===== src/hw/rtl/msqrt_pkg.sv =====
// Package for the modular square root block: command/status types and constants.
// Used by msqrt_ctrl, msqrt_dp and modular_square_root. No dependencies.
package msqrt_pkg;

  localparam int unsigned DATA_W = 16;

  typedef enum logic [2:0] {
    DP_NOP   = 3'd0,
    DP_LOAD  = 3'd1,   // latch operand, start reduction a mod n
    DP_POW   = 3'd2,   // start base^exp mod n
    DP_MULT  = 3'd3,   // start x*y mod n
    DP_SETX  = 3'd4    // hold value for later
  } dp_cmd_t;

  typedef struct packed {
    logic busy;
  } dp_status_t;

endpackage


===== src/hw/rtl/msqrt_mulmod.sv =====
// Sequential modular multiplier: x*y mod n by shift-and-add, one bit of y per cycle.
// Depends on nothing; used by msqrt_dp.
module msqrt_mulmod #(
  parameter int unsigned W = 16
) (
  input  logic         clk,
  input  logic         rst_n,
  input  logic         start,
  input  logic [W-1:0] x,
  input  logic [W-1:0] y,
  input  logic [W-1:0] n,
  output logic         busy,
  output logic [W-1:0] p
);
  localparam int unsigned CW = $clog2(W + 1);
  logic [W-1:0] acc_r, acc_nxt, x_r, y_r;
  logic [CW-1:0] cnt_r, cnt_nxt;
  logic busy_r, busy_nxt;
  logic [W+1:0] dbl, add;
  logic [W-1:0] dred;

  always_comb begin
    acc_nxt = acc_r;
    cnt_nxt = cnt_r;
    busy_nxt = busy_r;
    // acc = 2*acc (+x) mod n, msb of y first; x<n, acc<n.
    dbl = {1'b0, acc_r, 1'b0};
    dred = (dbl >= {2'b00, n}) ? W'(dbl - {2'b00, n}) : W'(dbl);
    add = {2'b00, dred} + (y_r[W-1] ? {2'b00, x_r} : '0);
    if (start) begin
      acc_nxt = '0;
      cnt_nxt = CW'(W);
      busy_nxt = 1'b1;
    end else if (busy_r) begin
      acc_nxt = (add >= {2'b00, n}) ? W'(add - {2'b00, n}) : W'(add);
      cnt_nxt = cnt_r - 1'b1;
      if (cnt_r == CW'(1)) busy_nxt = 1'b0;
    end
  end

  always_ff @(posedge clk) begin
    if (!rst_n) begin
      busy_r <= 1'b0;
      cnt_r <= '0;
    end else begin
      busy_r <= busy_nxt;
      cnt_r <= cnt_nxt;
    end
    acc_r <= acc_nxt;
    if (start) begin
      x_r <= x;
      y_r <= y;
    end else if (busy_r) begin
      y_r <= {y_r[W-2:0], 1'b0};
    end
  end

  assign busy = busy_r;
  assign p = acc_r;
endmodule


===== src/hw/rtl/msqrt_dp.sv =====
// Datapath: operand reduction, square-and-multiply exponentiation and plain x*y mod n over msqrt_mulmod.
// Depends on msqrt_pkg and msqrt_mulmod.
module msqrt_dp #(
  parameter int unsigned W = 16
) (
  input  logic                clk,
  input  logic                rst_n,
  input  msqrt_pkg::dp_cmd_t  cmd,
  input  logic [W-1:0]        arg_a,
  input  logic [W-1:0]        arg_b,
  input  logic [W-1:0]        n,
  output msqrt_pkg::dp_status_t st,
  output logic [W-1:0]        res
);
  typedef enum logic [4:0] {
    S_IDLE = 5'b00001,
    S_RED  = 5'b00010,
    S_PSQ  = 5'b00100,
    S_PML  = 5'b01000,
    S_MUL  = 5'b10000
  } dps_t;

  localparam int unsigned CW = $clog2(W + 1);
  dps_t s_r, s_nxt;
  logic [W-1:0] base_r, e_r, res_r, rem_r;
  logic [W-1:0] base_nxt, e_nxt, res_nxt, rem_nxt;
  logic [CW-1:0] rc_r, rc_nxt;
  logic [W-1:0] ax_r, ax_nxt;
  logic m_start, m_busy;
  logic [W-1:0] m_x, m_y, m_p;
  logic [W:0] rsh;

  msqrt_mulmod #(.W(W)) u_mul (
    .clk(clk), .rst_n(rst_n), .start(m_start), .x(m_x), .y(m_y), .n(n),
    .busy(m_busy), .p(m_p)
  );

  always_comb begin
    s_nxt = s_r; base_nxt = base_r; e_nxt = e_r; res_nxt = res_r;
    rem_nxt = rem_r; rc_nxt = rc_r; ax_nxt = ax_r;
    m_start = 1'b0; m_x = base_r; m_y = base_r;
    rsh = {rem_r, ax_r[W-1]};
    unique case (s_r)
      S_IDLE: begin
        unique case (cmd)
          msqrt_pkg::DP_LOAD: begin
            // restoring reduction of arg_a by n, one bit per cycle
            ax_nxt = arg_a; rem_nxt = '0; rc_nxt = CW'(W); s_nxt = S_RED;
          end
          msqrt_pkg::DP_POW: begin
            base_nxt = arg_a; e_nxt = arg_b; res_nxt = W'(1); s_nxt = S_PSQ;
          end
          msqrt_pkg::DP_MULT: begin
            m_start = 1'b1; m_x = arg_a; m_y = arg_b; s_nxt = S_MUL;
          end
          msqrt_pkg::DP_SETX: res_nxt = arg_a;
          default: ;
        endcase
      end
      S_RED: begin
        rem_nxt = (rsh >= {1'b0, n}) ? W'(rsh - {1'b0, n}) : W'(rsh);
        ax_nxt = {ax_r[W-2:0], 1'b0};
        rc_nxt = rc_r - 1'b1;
        if (rc_r == CW'(1)) begin
          res_nxt = (rsh >= {1'b0, n}) ? W'(rsh - {1'b0, n}) : W'(rsh);
          s_nxt = S_IDLE;
        end
      end
      S_PSQ: begin
        // low exponent bit first: multiply into res when set, else square base;
        // ax marks a square in flight
        if (e_r == '0) s_nxt = S_IDLE;
        else if (e_r[0]) begin
          m_start = 1'b1; m_x = res_r; m_y = base_r; ax_nxt = '0; s_nxt = S_PML;
        end else begin
          m_start = 1'b1; ax_nxt = '1; s_nxt = S_PML;
        end
      end
      S_PML: begin
        if (!m_busy) begin
          if (ax_r == '1) begin
            base_nxt = m_p; e_nxt = {1'b0, e_r[W-1:1]};
          end else begin
            // result multiply done; drop the bit, square next
            res_nxt = m_p; e_nxt = {e_r[W-1:1], 1'b0};
          end
          s_nxt = S_PSQ;
        end
      end
      S_MUL: begin
        if (!m_busy) begin
          res_nxt = m_p; s_nxt = S_IDLE;
        end
      end
      default: s_nxt = S_IDLE;
    endcase
  end

  always_ff @(posedge clk) begin
    if (!rst_n) begin
      s_r <= S_IDLE;
      ax_r <= '0;
    end else begin
      s_r <= s_nxt;
      ax_r <= ax_nxt;
    end
    base_r <= base_nxt; e_r <= e_nxt; res_r <= res_nxt;
    rem_r <= rem_nxt; rc_r <= rc_nxt;
  end

  assign st.busy = (s_r != S_IDLE);
  assign res = res_r;

`ifndef SYNTHESIS
  a_cmd_idle: assert property (@(posedge clk) disable iff (!rst_n)
    (cmd != msqrt_pkg::DP_NOP) |-> (s_r == S_IDLE)) else $error("dp cmd while busy");
  a_res_lt_n: assert property (@(posedge clk) disable iff (!rst_n)
    $fell(st.busy) && n > W'(1) |-> res_r < n) else $error("dp result not reduced");
  a_mul_start: assert property (@(posedge clk) disable iff (!rst_n)
    m_start |=> m_busy) else $error("mulmod did not start");
`endif
endmodule


===== src/hw/rtl/msqrt_ctrl.sv =====
// Controller: sequences Euler test, 3 mod 4 shortcut, nonresidue search and halving loop on msqrt_dp.
// Depends on msqrt_pkg.
module msqrt_ctrl #(
  parameter int unsigned W = 16
) (
  input  logic                  clk,
  input  logic                  rst_n,
  input  logic                  start,
  input  logic [W-1:0]          n,
  input  msqrt_pkg::dp_status_t st,
  input  logic [W-1:0]          dres,
  output msqrt_pkg::dp_cmd_t    cmd,
  output logic [W-1:0]          arg_a,
  output logic [W-1:0]          arg_b,
  output logic                  done,
  output logic [W-1:0]          root,
  output logic                  found
);
  typedef enum logic [13:0] {
    C_IDLE  = 14'b00000000000001,
    C_RED   = 14'b00000000000010,
    C_EUL   = 14'b00000000000100,
    C_P34   = 14'b00000000001000,
    C_SRCH  = 14'b00000000010000,
    C_HA    = 14'b00000000100000,
    C_HB    = 14'b00000001000000,
    C_HM    = 14'b00000010000000,
    C_FA    = 14'b00000100000000,
    C_FB    = 14'b00001000000000,
    C_FM    = 14'b00010000000000,
    C_OUT   = 14'b00100000000000,
    C_WAIT  = 14'b01000000000000,
    C_HCHK  = 14'b10000000000000
  } cst_t;

  cst_t s_r, s_nxt, ret_r, ret_nxt;
  logic [W-1:0] a_r, a_nxt, b_r, b_nxt, i_r, i_nxt, k_r, k_nxt, t_r, t_nxt;
  logic [W-1:0] x_r, x_nxt;
  logic ok_r, ok_nxt;
  logic [W-1:0] half, n1;

  assign half = {1'b0, n[W-1:1]};
  assign n1 = n - 1'b1;

  always_comb begin
    s_nxt = s_r; ret_nxt = ret_r; a_nxt = a_r; b_nxt = b_r; i_nxt = i_r;
    k_nxt = k_r; t_nxt = t_r; x_nxt = x_r; ok_nxt = ok_r;
    cmd = msqrt_pkg::DP_NOP; arg_a = a_r; arg_b = half;
    done = 1'b0;
    unique case (s_r)
      C_IDLE: if (start) begin
        ok_nxt = 1'b0; x_nxt = '0;
        if (n < W'(2)) s_nxt = C_OUT;
        else begin
          cmd = msqrt_pkg::DP_LOAD; ret_nxt = C_RED; s_nxt = C_WAIT;
        end
      end
      C_WAIT: if (!st.busy) s_nxt = ret_r;
      C_RED: begin
        a_nxt = dres;
        if (n == W'(2)) begin
          // modulus two: the root is the operand's low bit
          x_nxt = dres; ok_nxt = 1'b1; s_nxt = C_OUT;
        end else if (dres == '0) begin
          ok_nxt = 1'b1; s_nxt = C_OUT;
        end else begin
          cmd = msqrt_pkg::DP_POW; arg_a = dres; arg_b = half;
          ret_nxt = C_EUL; s_nxt = C_WAIT;
        end
      end
      C_EUL: begin
        if (dres != W'(1)) s_nxt = C_OUT;
        else if (n[1:0] == 2'b11) begin
          ok_nxt = 1'b1;
          cmd = msqrt_pkg::DP_POW; arg_b = W'(({1'b0, n} + 1'b1) >> 2);
          ret_nxt = C_P34; s_nxt = C_WAIT;
        end else begin
          b_nxt = W'(1);
          cmd = msqrt_pkg::DP_POW; arg_a = W'(1); arg_b = half;
          ret_nxt = C_SRCH; s_nxt = C_WAIT;
        end
      end
      C_P34: begin
        x_nxt = dres; s_nxt = C_FM;
        cmd = msqrt_pkg::DP_SETX; arg_a = dres;
      end
      C_SRCH: begin
        if (dres != W'(1)) begin
          ok_nxt = 1'b1; i_nxt = half; k_nxt = '0;
          s_nxt = half[0] ? C_FA : C_HA;
        end else if (b_r + 1'b1 >= n) begin
          s_nxt = C_OUT;
        end else begin
          b_nxt = b_r + 1'b1;
          cmd = msqrt_pkg::DP_POW; arg_a = b_r + 1'b1; arg_b = half;
          ret_nxt = C_SRCH; s_nxt = C_WAIT;
        end
      end
      C_HA: begin
        i_nxt = {1'b0, i_r[W-1:1]}; k_nxt = {1'b0, k_r[W-1:1]};
        cmd = msqrt_pkg::DP_POW; arg_a = a_r; arg_b = {1'b0, i_r[W-1:1]};
        ret_nxt = C_HB; s_nxt = C_WAIT;
      end
      C_HB: begin
        t_nxt = dres;
        cmd = msqrt_pkg::DP_POW; arg_a = b_r; arg_b = k_r;
        ret_nxt = C_HM; s_nxt = C_WAIT;
      end
      C_HM: begin
        cmd = msqrt_pkg::DP_MULT; arg_a = t_r; arg_b = dres;
        ret_nxt = C_HCHK; s_nxt = C_WAIT;
      end
      C_HCHK: begin
        if (dres == n1) k_nxt = W'({1'b0, k_r} + {1'b0, half});
        s_nxt = i_r[0] ? C_FA : C_HA;
      end
      C_FA: begin
        cmd = msqrt_pkg::DP_POW; arg_a = a_r;
        arg_b = W'(({1'b0, i_r} + 1'b1) >> 1);
        ret_nxt = C_FB; s_nxt = C_WAIT;
      end
      C_FB: begin
        t_nxt = dres;
        cmd = msqrt_pkg::DP_POW; arg_a = b_r; arg_b = {1'b0, k_r[W-1:1]};
        ret_nxt = C_FM; s_nxt = C_WAIT;
      end
      C_FM: begin
        if (ret_r == C_FM) begin
          cmd = msqrt_pkg::DP_MULT; arg_a = t_r; arg_b = dres;
          ret_nxt = C_OUT; s_nxt = C_WAIT;
        end else begin
          x_nxt = dres; ret_nxt = C_FM;
          s_nxt = C_OUT;
        end
      end
      C_OUT: begin
        if (ret_r == C_OUT) x_nxt = dres;
        ret_nxt = C_IDLE;
        s_nxt = C_IDLE;
        done = 1'b1;
      end
      default: s_nxt = C_IDLE;
    endcase
  end

  always_ff @(posedge clk) begin
    if (!rst_n) begin
      s_r <= C_IDLE;
      ret_r <= C_IDLE;
    end else begin
      s_r <= s_nxt;
      ret_r <= ret_nxt;
    end
    a_r <= a_nxt; b_r <= b_nxt; i_r <= i_nxt; k_r <= k_nxt; t_r <= t_nxt;
    x_r <= x_nxt; ok_r <= ok_nxt;
  end

  logic [W-1:0] xf;
  logic [W:0] twf;
  always_comb begin
    xf = (s_r == C_OUT && ret_r == C_OUT) ? dres : x_r;
    twf = {xf, 1'b0};
    if (!ok_r) root = '0;
    else if (n > W'(2) && twf > {1'b0, n}) root = n - xf;
    else root = xf;
  end
  assign found = ok_r;

`ifndef SYNTHESIS
  a_done_once: assert property (@(posedge clk) disable iff (!rst_n)
    done |=> !done) else $error("done repeated");
  a_root_zero: assert property (@(posedge clk) disable iff (!rst_n)
    done && !found |-> root == '0) else $error("root set without found");
  a_wait_ret: assert property (@(posedge clk) disable iff (!rst_n)
    s_r == C_WAIT |-> ret_r != C_WAIT) else $error("bad return state");
`endif
endmodule


===== src/hw/rtl/modular_square_root.sv =====
// Top level of the modular square root block: stream ports, config register, output reg.
// Depends on msqrt_pkg, msqrt_ctrl, msqrt_dp.
//
//  channel | direction | tdata fields (low bit up)       | tuser
//  in_     | slave     | operand[15:0]                   | -
//  out_    | master    | root[15:0], found[16], pad zero | -
//  cfg_    | write     | modulus[15:0]                   | -
//
// Operation: one item at a time; each modular multiply runs on the single shift-add
// multiplier (W is MOD_WIDTH, at least 16), an exponentiation takes up to 2*W-1
// multiplies, so an item costs least for 3 mod 4 moduli and far more when the
// nonresidue search and halving loop run.
// Reset: synchronous active-low rst_n; modulus returns to 2, all control idles.
// Stalls: a result waits in the output register; the next word is accepted meanwhile.
module modular_square_root #(
  parameter int unsigned MOD_WIDTH = 16
) (
  input  logic        clk,
  input  logic        rst_n,
  input  logic        in_tvalid,
  output logic        in_tready,
  input  logic [15:0] in_tdata,   // operand[15:0]
  output logic        out_tvalid,
  input  logic        out_tready,
  output logic [23:0] out_tdata,  // root[15:0], found[16], zeros[23:17]
  input  logic        cfg_wr_en,
  input  logic [15:0] cfg_wr_data // modulus[15:0]
);
  localparam int unsigned W = (MOD_WIDTH > 16) ? MOD_WIDTH : 16;

  logic [W-1:0] n_r, n_nxt;
  logic busy_r, busy_nxt;
  logic pend_r, pend_nxt;
  logic [15:0] opnd_r;
  logic ov_r, ov_nxt;
  logic [16:0] od_r;
  logic start, done, found;
  logic [W-1:0] root, dres, arg_a, arg_b;
  msqrt_pkg::dp_cmd_t cmd;
  msqrt_pkg::dp_status_t st;
  logic in_acc;

  // Accept a word when no word is held waiting to start.
  assign in_tready = !pend_r;
  assign in_acc = in_tvalid && in_tready;
  // Start held word once the engine is idle and the prior result has a slot.
  assign start = pend_r && !busy_r && (!ov_r || out_tready);

  always_comb begin
    n_nxt = n_r;
    if (cfg_wr_en) begin
      n_nxt = W'(cfg_wr_data & 16'(({17'd1} << (MOD_WIDTH > 16 ? 16 : MOD_WIDTH)) - 1));
    end
    pend_nxt = pend_r;
    if (start) pend_nxt = 1'b0;
    if (in_acc) pend_nxt = 1'b1;
    busy_nxt = busy_r;
    if (start) busy_nxt = 1'b1;
    if (done) busy_nxt = 1'b0;
    ov_nxt = ov_r;
    if (out_tvalid && out_tready) ov_nxt = 1'b0;
    if (done) ov_nxt = 1'b1;
  end

  always_ff @(posedge clk) begin
    if (!rst_n) begin
      n_r <= W'(2);
      pend_r <= 1'b0;
      busy_r <= 1'b0;
      ov_r <= 1'b0;
    end else begin
      n_r <= n_nxt;
      pend_r <= pend_nxt;
      busy_r <= busy_nxt;
      ov_r <= ov_nxt;
    end
    if (in_acc) opnd_r <= in_tdata;
    if (done) od_r <= {found, root[15:0]};
  end

  msqrt_ctrl #(.W(W)) u_ctrl (
    .clk(clk), .rst_n(rst_n), .start(start), .n(n_r), .st(st), .dres(dres),
    .cmd(cmd), .arg_a(arg_a), .arg_b(arg_b), .done(done), .root(root), .found(found)
  );

  msqrt_dp #(.W(W)) u_dp (
    .clk(clk), .rst_n(rst_n), .cmd(cmd),
    .arg_a((start) ? W'(opnd_r) : arg_a), .arg_b(arg_b), .n(n_r),
    .st(st), .res(dres)
  );

  assign out_tvalid = ov_r;
  assign out_tdata = {7'd0, od_r};

`ifndef SYNTHESIS
  a_no_overrun: assert property (@(posedge clk) disable iff (!rst_n)
    done |-> !ov_r || out_tready) else $error("result overwritten");
  a_start_idle: assert property (@(posedge clk) disable iff (!rst_n)
    start |-> !busy_r) else $error("start while busy");
  a_done_busy: assert property (@(posedge clk) disable iff (!rst_n)
    done |-> busy_r) else $error("done without item");
`endif
endmodule

===== config.mk =====
export PLATFORM = sky130hd
export DESIGN_NAME = modular_square_root
export DESIGN_NICKNAME = d
export VERILOG_FILES = /design/src/hw/rtl/msqrt_pkg.sv /design/src/hw/rtl/msqrt_mulmod.sv /design/src/hw/rtl/msqrt_dp.sv /design/src/hw/rtl/msqrt_ctrl.sv /design/src/hw/rtl/modular_square_root.sv
export SDC_FILE = /design/constraint.sdc
export NUM_CORES = 1
export LEC_CHECK = 0
export BUFFER_PORTS_ARGS = -buffer_cell sky130_fd_sc_hd__buf_2
export CAP_MARGIN = 20
export CELL_PAD_IN_SITES_DETAIL_PLACEMENT = 1
export CELL_PAD_IN_SITES_GLOBAL_PLACEMENT = 2
export CORE_MARGIN = 5
export CORE_UTILIZATION = 37
export CTS_CLUSTER_SIZE = 14
export DETAILED_ROUTE_END_ITERATION = 12
export PLACE_DENSITY = 0.76
export SLEW_MARGIN = 25
export SYNTH_ARGS = -nofsm -noshare
export SYNTH_HDL_FRONTEND = slang
export SYNTH_SLANG_ARGS = --single-unit

===== constraint.sdc =====
create_clock -name clk -period 7 [get_ports clk]
set_clock_uncertainty 0.15 [all_clocks]
set_input_delay 1.4 -clock clk [delete_from_list [all_inputs] [get_ports clk]]
set_output_delay 1.4 -clock clk [all_outputs]
set_load 0.01 [all_outputs]

### After elaboration in Yosys (flattened, before gate mapping)

Cells that the tools add are included.

* register bits: 321
* input port bits: 37

* add/subtract/negate cells: 12
* order comparisons: 7
* equality and inequality tests: 59
* multiplexer cells: 120
* bitwise operators: 1
* reduce and logical (&&, ||, !) cells: 43

Operators by type and width (number)
* 16-bit two-way mux: 48
* 16-bit one-hot mux with 2 select lines: 7
* 16-bit one-hot mux with 7 select lines: 2
* 14-bit two-way mux: 11
* 14-bit one-hot mux with 11 select lines: 1
* 14-bit one-hot mux with 9 select lines: 1
* 16-bit one-hot mux with 3 select lines: 2
* 16-bit one-hot mux with 5 select lines: 1
* 13-bit two-way mux: 5
* 16-bit one-hot mux with 4 select lines: 1
* 16-bit subtractor: 4
* 17-bit by 16-bit greater-or-equal comparator with 1-bit output: 3
* 5-bit two-way mux: 7
* 16-bit by 1-bit adder with 17-bit output (second input constant): 2
* 2-bit != test (second input constant): 17
* 16-bit zero test: 2
* 14-bit by 11-bit == test with 1-bit output (second input constant): 2
* 14-bit by 12-bit == test with 1-bit output (second input constant): 2
* 5-bit one-hot mux with 5 select lines: 1
* 3-bit one-hot mux with 8 select lines: 1
* 9-bit two-way mux: 2
* 16-bit by 16-bit adder with 17-bit output: 1
* 17-bit by 16-bit > comparator with 1-bit output: 1
* 16-bit by 1-bit adder with 16-bit output (second input constant): 1
* other kinds (64): 117

### Logic depth before layout (Yosys ltp)

Gate-level depths: netlist of run 1.

* depth in word-level cells: 9
* gate-level depth with buffers: 34
* gate-level depth less buffers: 30

### Modules after synthesis

Synthesis of run 1 repeated with hierarchy kept, for this count alone.

* cell total of the unflattened synthesis: 2340
* area total of the unflattened synthesis: 22054.9 sq um

Modules (own cells, without submodules)
* msqrt_ctrl: times used 1, cells each 1108, area an instance 9749.4 sq um, seq. area each 3383.2 sq um
* msqrt_dp: times used 1, cells each 613, area an instance 5640.4 sq um, seq. area each 2492.4 sq um
* msqrt_mulmod: times used 1, cells each 497, area an instance 4664.5 sq um, seq. area each 1401.3 sq um
* modular_square_root: times used 1, cells each 122, area an instance 2000.7 sq um, seq. area each 1371.3 sq um

### Least setup slack after synthesis of run 1

Ideal clock, no wire load.

* path type: register -> register
* start: register n_r[1]
* end: register u_dp.u_mul.acc_r[6] (netlist: u_dp.u_mul.p[6])
* setup time: 132 ps
* data arrival time: 6895 ps
* slack: -177 ps
* cell stages (with the launch flop): 33
* path buffers: 4
* clock period less this slack: 7177 ps
* cell sequence: dfxtp_1 inv_1 ha_1 nor2b_1 o21ai_0 a21boi_1 o21ai_0 a21oi_1 a211oi_1 o21ai_1 a21o_1 clkbuf_1 clkbuf_1 and2_1 ha_1 inv_1 fa_1 nand3b_1 a21oi_1 o41ai_1 o31ai_1 o41ai_1 xnor2_1 ha_1 nand4_1 nor2_1 a211o_1 a211o_1 a221o_1 clkbuf_1 clkbuf_1 o21ai_0 a21oi_1

* cells in the longest elaborated chain, start to end: 7

RTL lines
* start, declared: RTL line modular_square_root.sv:31 `logic [W-1:0] n_r, n_nxt;`
* start signal, assigned: RTL line modular_square_root.sv:72 `n_r <= n_nxt;`
* parallel branches: the longest is 7 deep, another holds 16-bit by 16-bit adder with 17-bit output
* end signal, assigned: RTL line msqrt_mulmod.sv:49 `acc_r <= acc_nxt;`
* end, declared: RTL line msqrt_mulmod.sv:16 `logic [W-1:0] acc_r, acc_nxt, x_r, y_r;`

Parallel ways; which one is timed is not known.
A chain may end at the register's enable or synchronous reset.

### Final worst setup path of run 1

* start: register n_r[1]
* end: register u_dp.u_mul.acc_r[0] (netlist: u_dp.u_mul.p[0])

* cells in the longest elaborated chain, start to end: 7

RTL lines
* parallel branches: the longest is 7 deep, another holds 17-bit by 16-bit greater-or-equal comparator with 1-bit output

Parallel ways; which one is timed is not known.

==> impl_results.md, run 1 <==
- Status: complete, no violations
- Post-DRT Antenna Nets: 0
- PortBufs: 55
- DP Area: 23,090 um2
- Final worst-path cycle share: 0.9529
- Critical path depth: 29
- Final Util: 0.4264
- Prevailing post-synth register cell: edfxtp_1
- CP top delay family: compound AO/OA/AOI/OAI gates
- Slew headroom: 0.3026
- Core Region: 57,700 um2
- Crit-path slowest cell: a221o_4
- Largest net degree at the start of global routing: 60
- EDFF count, synth: 230
- Fin crit period: 6.670 ns
- Critical path endpoint: u_dp.u_mul.p[0]
- Syn Inst Count: 2,308
- Iteration count of the initial detailed-routing pass: 5
- Fmax: 149.9 MHz
- Cells taking the most area after synthesis: edfxtp_1 (32%), dfxtp_1 (8.1%), ha_1 (7.8%), a21oi_1 (4.0%), o21ai_0 (3.8%)
- DR WL/cell: 27.18 um
- CTS clk-pin slew, worst paths: 0.06 ns
- Yosys warnings: 0
- Layout area overhead: 14.15%
- Worst reg-to-reg setup slack: 0.33 ns
- Final HPWL DP: 63,170 um
- Ant diodes: 0
- Initial Utilization: 0.3736
- Peak VDD IR: 0.0004123 V
- Number of buffers and inverters on the critical path: 1
- Worst-margin pin slew: 1.046 ns
- Multi-input logic area: 12,190 um2
- WP data required: 7.30 ns
- Post-synth top area share: 0.3204
- Post-Place Cells: 3,107
- Final Slew Violations: 0
- Die Ht: 251.4 um
- RePlAce Congestion: 0.9095
- CTS max path bufs: 3
- Register area share after synthesis: 0.4013
- Filler cells: 6,610
- CTS tree: built
- Initial DRC count: 1,816
- First-pass GRT wire length: 127,000 um
- FF+latch area: 8648 um2
- Worst skew pair latency: 0.59 ns
- CTS Sinks: 317
- HP Class: reg2reg
- Die W: 251.4 um
- Reg2reg path depth: 29
- Finished Cell Area: 24,600 um2
- Overall Global Routing Usage: 0.2626
- Hold_buf cts: 0
- Layout cell share with drive strength beyond 1: 0.1246
- Setup crit start kind: flip-flop
- Syn Area/Cell: 9.338 um2
- Vias: 19.60k
- Data arrival, critical path: 6.97 ns
- H-tree depth: 2
- Io pins: 63
- Critical path fanouts, max: 18
- Number of setup violations in the final report: 0
- CTS Buf Count: 41
- Mapped Area: 21,550 um2
- Number of synthesized register bits: 317
- Worst setup EP type: flip-flop
- PnR worst setup slack: 0.3296 ns
- Critical Path Max Stage Delay: 0.47 ns
- Die footprint: 63,180 um2
- Number of distinct library cells after synthesis: 79
- Largest area contributor in the netlist: edfxtp_1
- FF-to-FF End: u_dp.u_mul.p[0]
- Setup Slack @ Placement: -0.1542 ns
- # DRC: 0
- Setup_tns: 0 ns
- Final hold viol count: 0
- Power density cells: 429.9 nW/um2
- Initial antenna violation count: 3
- Root Buffer: clkbuf_16
- MaxCap Viol Count: 0
- Crit path from: n_r[1]
- Rows: 88
- Via/cell ratio: 6.161
- Layout Nets: 2,563
- Overflow left after global routing: 0
- Final Routed Wirelength: 86,480 um
- Asr flop ratio synth: 0
- Finished Layout Cells: 3,181
- Reg2reg start: n_r[1]
- Vias in the first global route: 19.62k
- Setup Buffers After CTS: 0
- WS Path Type: reg2reg
- LEAKAGE: 9.263 nW
[cell usage after synthesis (7+ instances only)]
library cell,count
a211oi_1,27
a21boi_0,10
a21o_1,41
a21oi_1,174
a221o_1,19
a221oi_1,15
a22o_1,18
a22oi_1,22
a31oi_1,12
and2_1,40
and3_1,25
and4_1,7
buf_2,11
buf_4,8
clkbuf_1,99
dfxtp_1,87
edfxtp_1,230
ha_1,135
inv_1,95
mux2_2,35
mux2i_1,59
nand2_1,141
nand2b_1,12
nand3_1,49
nand4_1,39
nor2_1,204
nor2b_1,58
nor3_1,55
nor3b_1,9
nor4_1,26
o2111ai_1,9
o21a_1,31
o21ai_0,163
o21ai_1,13
o22ai_1,21
o31ai_1,28
o41ai_1,16
or2_2,11
or3_1,11
or4_1,12
xnor2_1,80
xor2_1,43
[layout make-up]
cell class,instances,area share
clock buffers,55,0.04638
clock inverters,19,0.01226
inverters,98,0.01495
multi-input cells,1776,0.4955
flip-flops and latches,317,0.3515
well taps,765,0.03890
repair buffers,151,0.04048
[routing by layer]
layer,up-vias,share of wire,global-route usage
li1,8802,-,-
met1,9932,0.44,0.3613
met2,703,0.46,0.4272
met3,158,0.071,0.04511
met4,2,0.033,0.07688
met5,-,0.000081,0
[worst min-delay path by stage]
| stage | start | endpoint | slack (ns) | depth (start not counted) |
|---|---|---|---|---|
| 4_1_cts | u_ctrl.ret_r[1] | u_ctrl.s_r[1] | 0.33 | 1 |
| 5_1_grt | u_ctrl.ret_r[1] | u_ctrl.s_r[1] | 0.36 | 1 |
| 6_report | u_ctrl.ret_r[1] | u_ctrl.s_r[1] | 0.33 | 1 |
| 3_5_place_dp | u_ctrl.ret_r[1] | u_ctrl.s_r[1] | 0.32 | 1 |
| 2_1_floorplan | u_dp.res[2] | u_ctrl.a_r[2] | 0.29 | 0 |
| 3_3_place_gp | u_ctrl.ret_r[1] | u_ctrl.s_r[1] | 0.32 | 1 |
[power by group]
part / leakage (nW) / internal (mW) / switching, mW
Combinational: 5.80 / 2.29 / 3.37
Sequential: 2.77 / 2.36 / 0.214
Clock: 0.703 / 1.44 / 0.901
Total: 9.26 / 6.09 / 4.49
[layout by cell type (no fill, tap or decap), types with 35 or more instances in the layout]
cell type / instances
nor2_1: 203
inv_1: 95
clkbuf_16: 43
a21o_1: 40
buf_4: 96
ha_1: 135
buf_2: 55
o21ai_0: 161
nand3_1: 48
nor3_1: 55
nand4_1: 39
edfxtp_1: 230
mux2_2: 35
nor2b_1: 57
nand2_1: 141
dfxtp_1: 87
mux2i_1: 59
and2_1: 40
xor2_1: 43
xnor2_1: 80
a21oi_1: 172
[through the flow]
step / power [mW] / hold WS [ns]
global placement: 7.913 / 0.3173
finish: 10.58 / 0.3342
detailed placement: 8.077 / 0.3231
floorplan: 6.532 / 0.2893
CTS: 10.46 / 0.3348
global route: 11.21 / 0.3567
[timing repair]
item,in CTS,in global routing
hold endpoints to repair,0,0
setup endpoints to repair,15,16
resized for setup,2,11
pin swaps,0,0
[sequential cells by signal, summed over array words and instances (netlist names), 11 cells and up]
name and cells:
opnd_r 16, u_ctrl.s_r 14, od_r 17, u_dp.rem_r 16
u_ctrl.a_r 16, u_dp.base_r 16, u_dp.u_mul.x_r 16, u_ctrl.ret_r 11
u_ctrl.x_r 16, u_ctrl.t_r 16, n_r 16, u_ctrl.i_r 15
u_ctrl.k_r 16, u_dp.u_mul.y_r 16, u_dp.u_mul.p 16, u_dp.ax_r 16
u_dp.res 16, u_ctrl.b_r 16, u_dp.e_r 16
[worst reg2reg max path, delay by kind of cell, from the launching register on]
family          cells  cell delay, ns
compound gates     16            3.55
xor+xnor            1            0.27
fa+ha+maj           3            1.05
buf+inv             1            0.08
flops               1            0.33
mux                 3            0.65
simple gates        5            0.47
[kinds of logic (layout without fill, tap and decap cells)]
family | after synthesis | after routing | synth area share
flops | 317 | 317 | 0.4013
buf+inv | 221 | 323 | 0.04052
other cells | 1 | 7 | 0.0001740
simple gates | 728 | 728 | 0.1719
fa+ha+maj | 141 | 141 | 0.08394
xor+xnor | 123 | 123 | 0.04998
compound gates | 683 | 683 | 0.2065
mux | 94 | 94 | 0.04569
(Power assumes the default switching activity.)
==> run 2, diff against run 1 <==
--- a/config.mk
+++ b/config.mk
@@ -9,12 +9,13 @@
 export CAP_MARGIN = 20
 export CELL_PAD_IN_SITES_DETAIL_PLACEMENT = 1
 export CELL_PAD_IN_SITES_GLOBAL_PLACEMENT = 2
-export CORE_MARGIN = 5
 export CORE_UTILIZATION = 37
 export CTS_CLUSTER_SIZE = 14
 export DETAILED_ROUTE_END_ITERATION = 12
+export MAX_ROUTING_LAYER = met4
 export PLACE_DENSITY = 0.76
 export SLEW_MARGIN = 25
 export SYNTH_ARGS = -nofsm -noshare
 export SYNTH_HDL_FRONTEND = slang
+export SYNTH_HIERARCHICAL = 1
 export SYNTH_SLANG_ARGS = --single-unit
==> run 2 against run 1 <==
Compared with the run above: cell count grew 1.4%; utilization shrank 0.41 points; register-to-register slack better by 0.03 ns; highest routed layer is now met4; clock power is 6% lower; synthesized cell count increased by 1.4%; flip-flop and latch count unchanged; clock-buffer cell count grew 2; power is 2.5% higher; largest power group unchanged.
==> impl_results.md, run 2 <==
- Simple-gate share of the synthesized area: 0.1922 (+0.02031)
- RePlAce Congestion: 0.9302 (+2.3%)
- Critical Path Max Stage Delay: 0.40 ns (-0.07 ns)
- Core Region: 58,910 um2 (+2.1%)
- Number of synthesized register bits: 317 (unchanged)
- MaxCap Viol Count: 0 (unchanged)
- Cells taking the most area after synthesis: edfxtp_1 (31%), dfxtp_1 (7.9%), ha_1 (7.7%), nand2_1 (4.5%), xnor2_1 (3.1%)
- Status: complete, no violations
- Finished Cell Area: 24,880 um2 (+1.1%)
- Final Util: 0.4223 (-0.004147)
- Setup_tns: 0 ns (unchanged)
- Worst-margin pin slew: 1.087 ns (+0.04120 ns)
- Vias: 19.53k (-0.35%)
- Number of setup violations in the final report: 0 (unchanged)
- Commonest non-fill, non-tap cell in the layout: nand2_1
- DP Area: 23,380 um2 (+1.3%)
- Setup crit start kind: flip-flop
- Initial DRC count: 1,995 (+9.9%)
- Initial Utilization: 0.3744 (+0.0008286)
- Total power: 10.84 mW (+2.5%)
- Mux contribution to synthesized area: 0.05775 (+0.01207)
- Crit-path slowest cell: o21ai_0
- Filler cells: 6,661 (+0.77%)
- Critical path fanouts, max: 11 (-7)
- Layout Nets: 2,595 (+1.2%)
- Largest Register: od_r
- Yosys warnings: 6 (+6)
- Power density cells: 435.8 nW/um2 (+1.4%)
- Post-synth top area share: 0.3132 (-0.007290)
- Commonest cells in the netlist: nand2_1 (266), edfxtp_1 (230), nor2_1 (143)
- Post-Synth XOR/XNOR Area: 0.04964 (-0.0003428)
- Final worst-path cycle share: 0.9479 (-0.004982)
- Post-Synth Adder-Cell Area: 0.08203 (-0.001910)
- Prevailing post-synth register cell: edfxtp_1
- Iteration count of the initial detailed-routing pass: 8 (+3)
- FF+latch area: 8648 um2 (unchanged)
- Post-DRT Antenna Nets: 0 (unchanged)
- Fmax: 150.7 MHz (+0.53%)
- EDFF count, synth: 230 (unchanged)
- Synth Area in Compound Gates: 0.1810 (-0.02558)
- Final Routed Wirelength: 87,250 um (+0.90%)
- Worst skew pair latency: 0.59 ns (about the same)
- Register area share after synthesis: 0.3921 (-0.009128)
- Number of distinct library cells after synthesis: 107 (+35%)
- Asr flop ratio synth: 0 (unchanged)
- Max FFs per register: 17 (unchanged)
- WS Path Type: reg2reg
- Mapped Area: 22,050 um2 (+2.3%)
- Worst setup EP type: flip-flop
- Overall Global Routing Usage: 0.2940 (+0.03140)
- DR WL/cell: 27.06 um (-0.45%)
- CTS Buf Count: 41 (unchanged)
- Final hold viol count: 0 (unchanged)
- Fin crit period: 6.636 ns (-0.03488 ns)
- Most common cell in the netlist: nand2_1
- Multi-input logic area: 12,510 um2 (+2.6%)
- WP data required: 7.31 ns (about the same)
- Die Ht: 246.1 um (-2.1%)
- Vias in the first global route: 19.50k (-0.59%)
- Most frequent cells in the layout: nand2_1 (266), edfxtp_1 (230), nor2_1 (141)
- CP top delay family: compound AO/OA/AOI/OAI gates
- Final Slew Violations: 0 (unchanged)
- Root Buffer: clkbuf_16
- H-tree depth: 2 (unchanged)
- First-pass GRT wire length: 128,700 um (+1.4%)
- Die W: 246.1 um (-2.1%)
- HP Class: reg2reg
- Via/cell ratio: 6.057 (-1.7%)
- Overflow left after global routing: 0 (unchanged)
- CTS tree: built
- Io pins: 63 (unchanged)
- Largest area contributor in the netlist: edfxtp_1
- Rows: 89 (+1.1%)
- Layout cell share with drive strength beyond 1: 0.1392 (+0.01460)
- Main combinational cell family by area after synthesis: simple AND/OR/NAND/NOR gates
- Layout area overhead: 12.79%
- # DRC: 0 (unchanged)
- Syn Inst Count: 2,340 (+1.4%)
- Syn Area/Cell: 9.425 um2 (+0.93%)
- Hold_buf cts: 0 (unchanged)
- Number of buffers and inverters on the critical path: 3 (+2)
- Slew headroom: 0.2720 (-0.03064)
- CTS Sinks: 317 (unchanged)
- Peak VDD IR: 0.0003376 V (-18%)
- CTS max path bufs: 3 (unchanged)
- Largest net degree at the start of global routing: 49 (-18%)
- CTS clk-pin slew, worst paths: 0.06 ns (about the same)
- Die footprint: 60,590 um2 (-4.1%)
- PortBufs: 55 (unchanged)
- Data arrival, critical path: 6.95 ns (-0.02 ns)
- LEAKAGE: 9.587 nW (+3.5%)
- Final HPWL DP: 63,970 um (+1.3%)
- Initial antenna violation count: 5 (+2)
-- run 2: cell count changes after synthesis, sizes merged, moves of 29 or more --
cell    delta
inv       +29
clkbuf    -37
nand3     +30
a222oi    +36
a21oi     -51
nand2    +126
nor2      -59
mux2      +33
o21ai     -36
-- run 2: logic make-up (layout without fill, tap and decap cells) --
| kind of cell | count (synthesis) | in the layout |
|---|---|---|
| AND/OR/NAND/NOR | 832 | 832 |
| AO/OA/AOI/OAI | 577 | 577 |
| flip-flops | 317 | 317 |
| buffers and inverters | 232 | 336 |
| adder cells (fa/ha/maj) | 141 | 141 |
| XOR/XNOR | 125 | 125 |
| multiplexers | 115 | 115 |
| other | 1 | 8 |
-- run 2: area by class of cell --
class,instances,share of cell area
multi-input combinational,1797,0.5027
sequential,317,0.3477
clock buffer,57,0.04828
tap,773,0.03888
timing repair buffer,132,0.03546
inverter,128,0.01931
clock inverter,19,0.007595
antenna,1,0.0001006
-- run 2: stage by stage --
stage               hold WS [ns]  setup slack (ns)  cells
finish                    0.3130            0.3645   3224
global route              0.3303         -0.003900   3224
CTS                       0.3143         0.0001257   3220
detailed placement        0.3061           -0.2427   3142
global placement          0.2992           -0.1148   3142
floorplan                 0.2864            0.7186   2346
-- run 2: worst paths after layout --
check | start | end | slack (ns) | cells after the start
worst max-delay path | n_r[3] | u_dp/u_mul/p[4] | 0.36 | 25
worst min-delay path | u_ctrl/ret_r[7] | u_ctrl/ret_r[7] | 0.31 | 2
worst max register to register | n_r[3] | u_dp/u_mul/p[4] | 0.36 | 25
worst min register to register | u_ctrl/ret_r[7] | u_ctrl/ret_r[7] | 0.31 | 2
-- run 2: tightest hold or removal path, cell delays in order, from the launching register on --
cell and delay (ns):
dfxtp_1 0.32, nand2_1 0.06, o21ai_1 0.05
-- run 2: timing repair --
item	CTS	global route
endpoints found under the setup margin	16	16
gates resized for setup	1	7
buffers inserted	2	3
pin swaps	1	3
-- run 2: metal layers --
layer	routed length, um	up-vias	track usage
met5	0	-	-
met4	3418	0	0.1114
met3	5990	172	0.04641
met2	39430	754	0.4487
met1	38410	9749	0.3899
li1	-	8854	-
-- run 2: power breakdown --
| group | leakage, nW | total, mW | switching [mW] | internal [mW] |
|---|---|---|---|---|
| logic | 6.13 | 6.08 | 3.62 | 2.46 |
| clock network | 0.677 | 2.19 | 0.906 | 1.29 |
| registers | 2.78 | 2.57 | 0.223 | 2.35 |
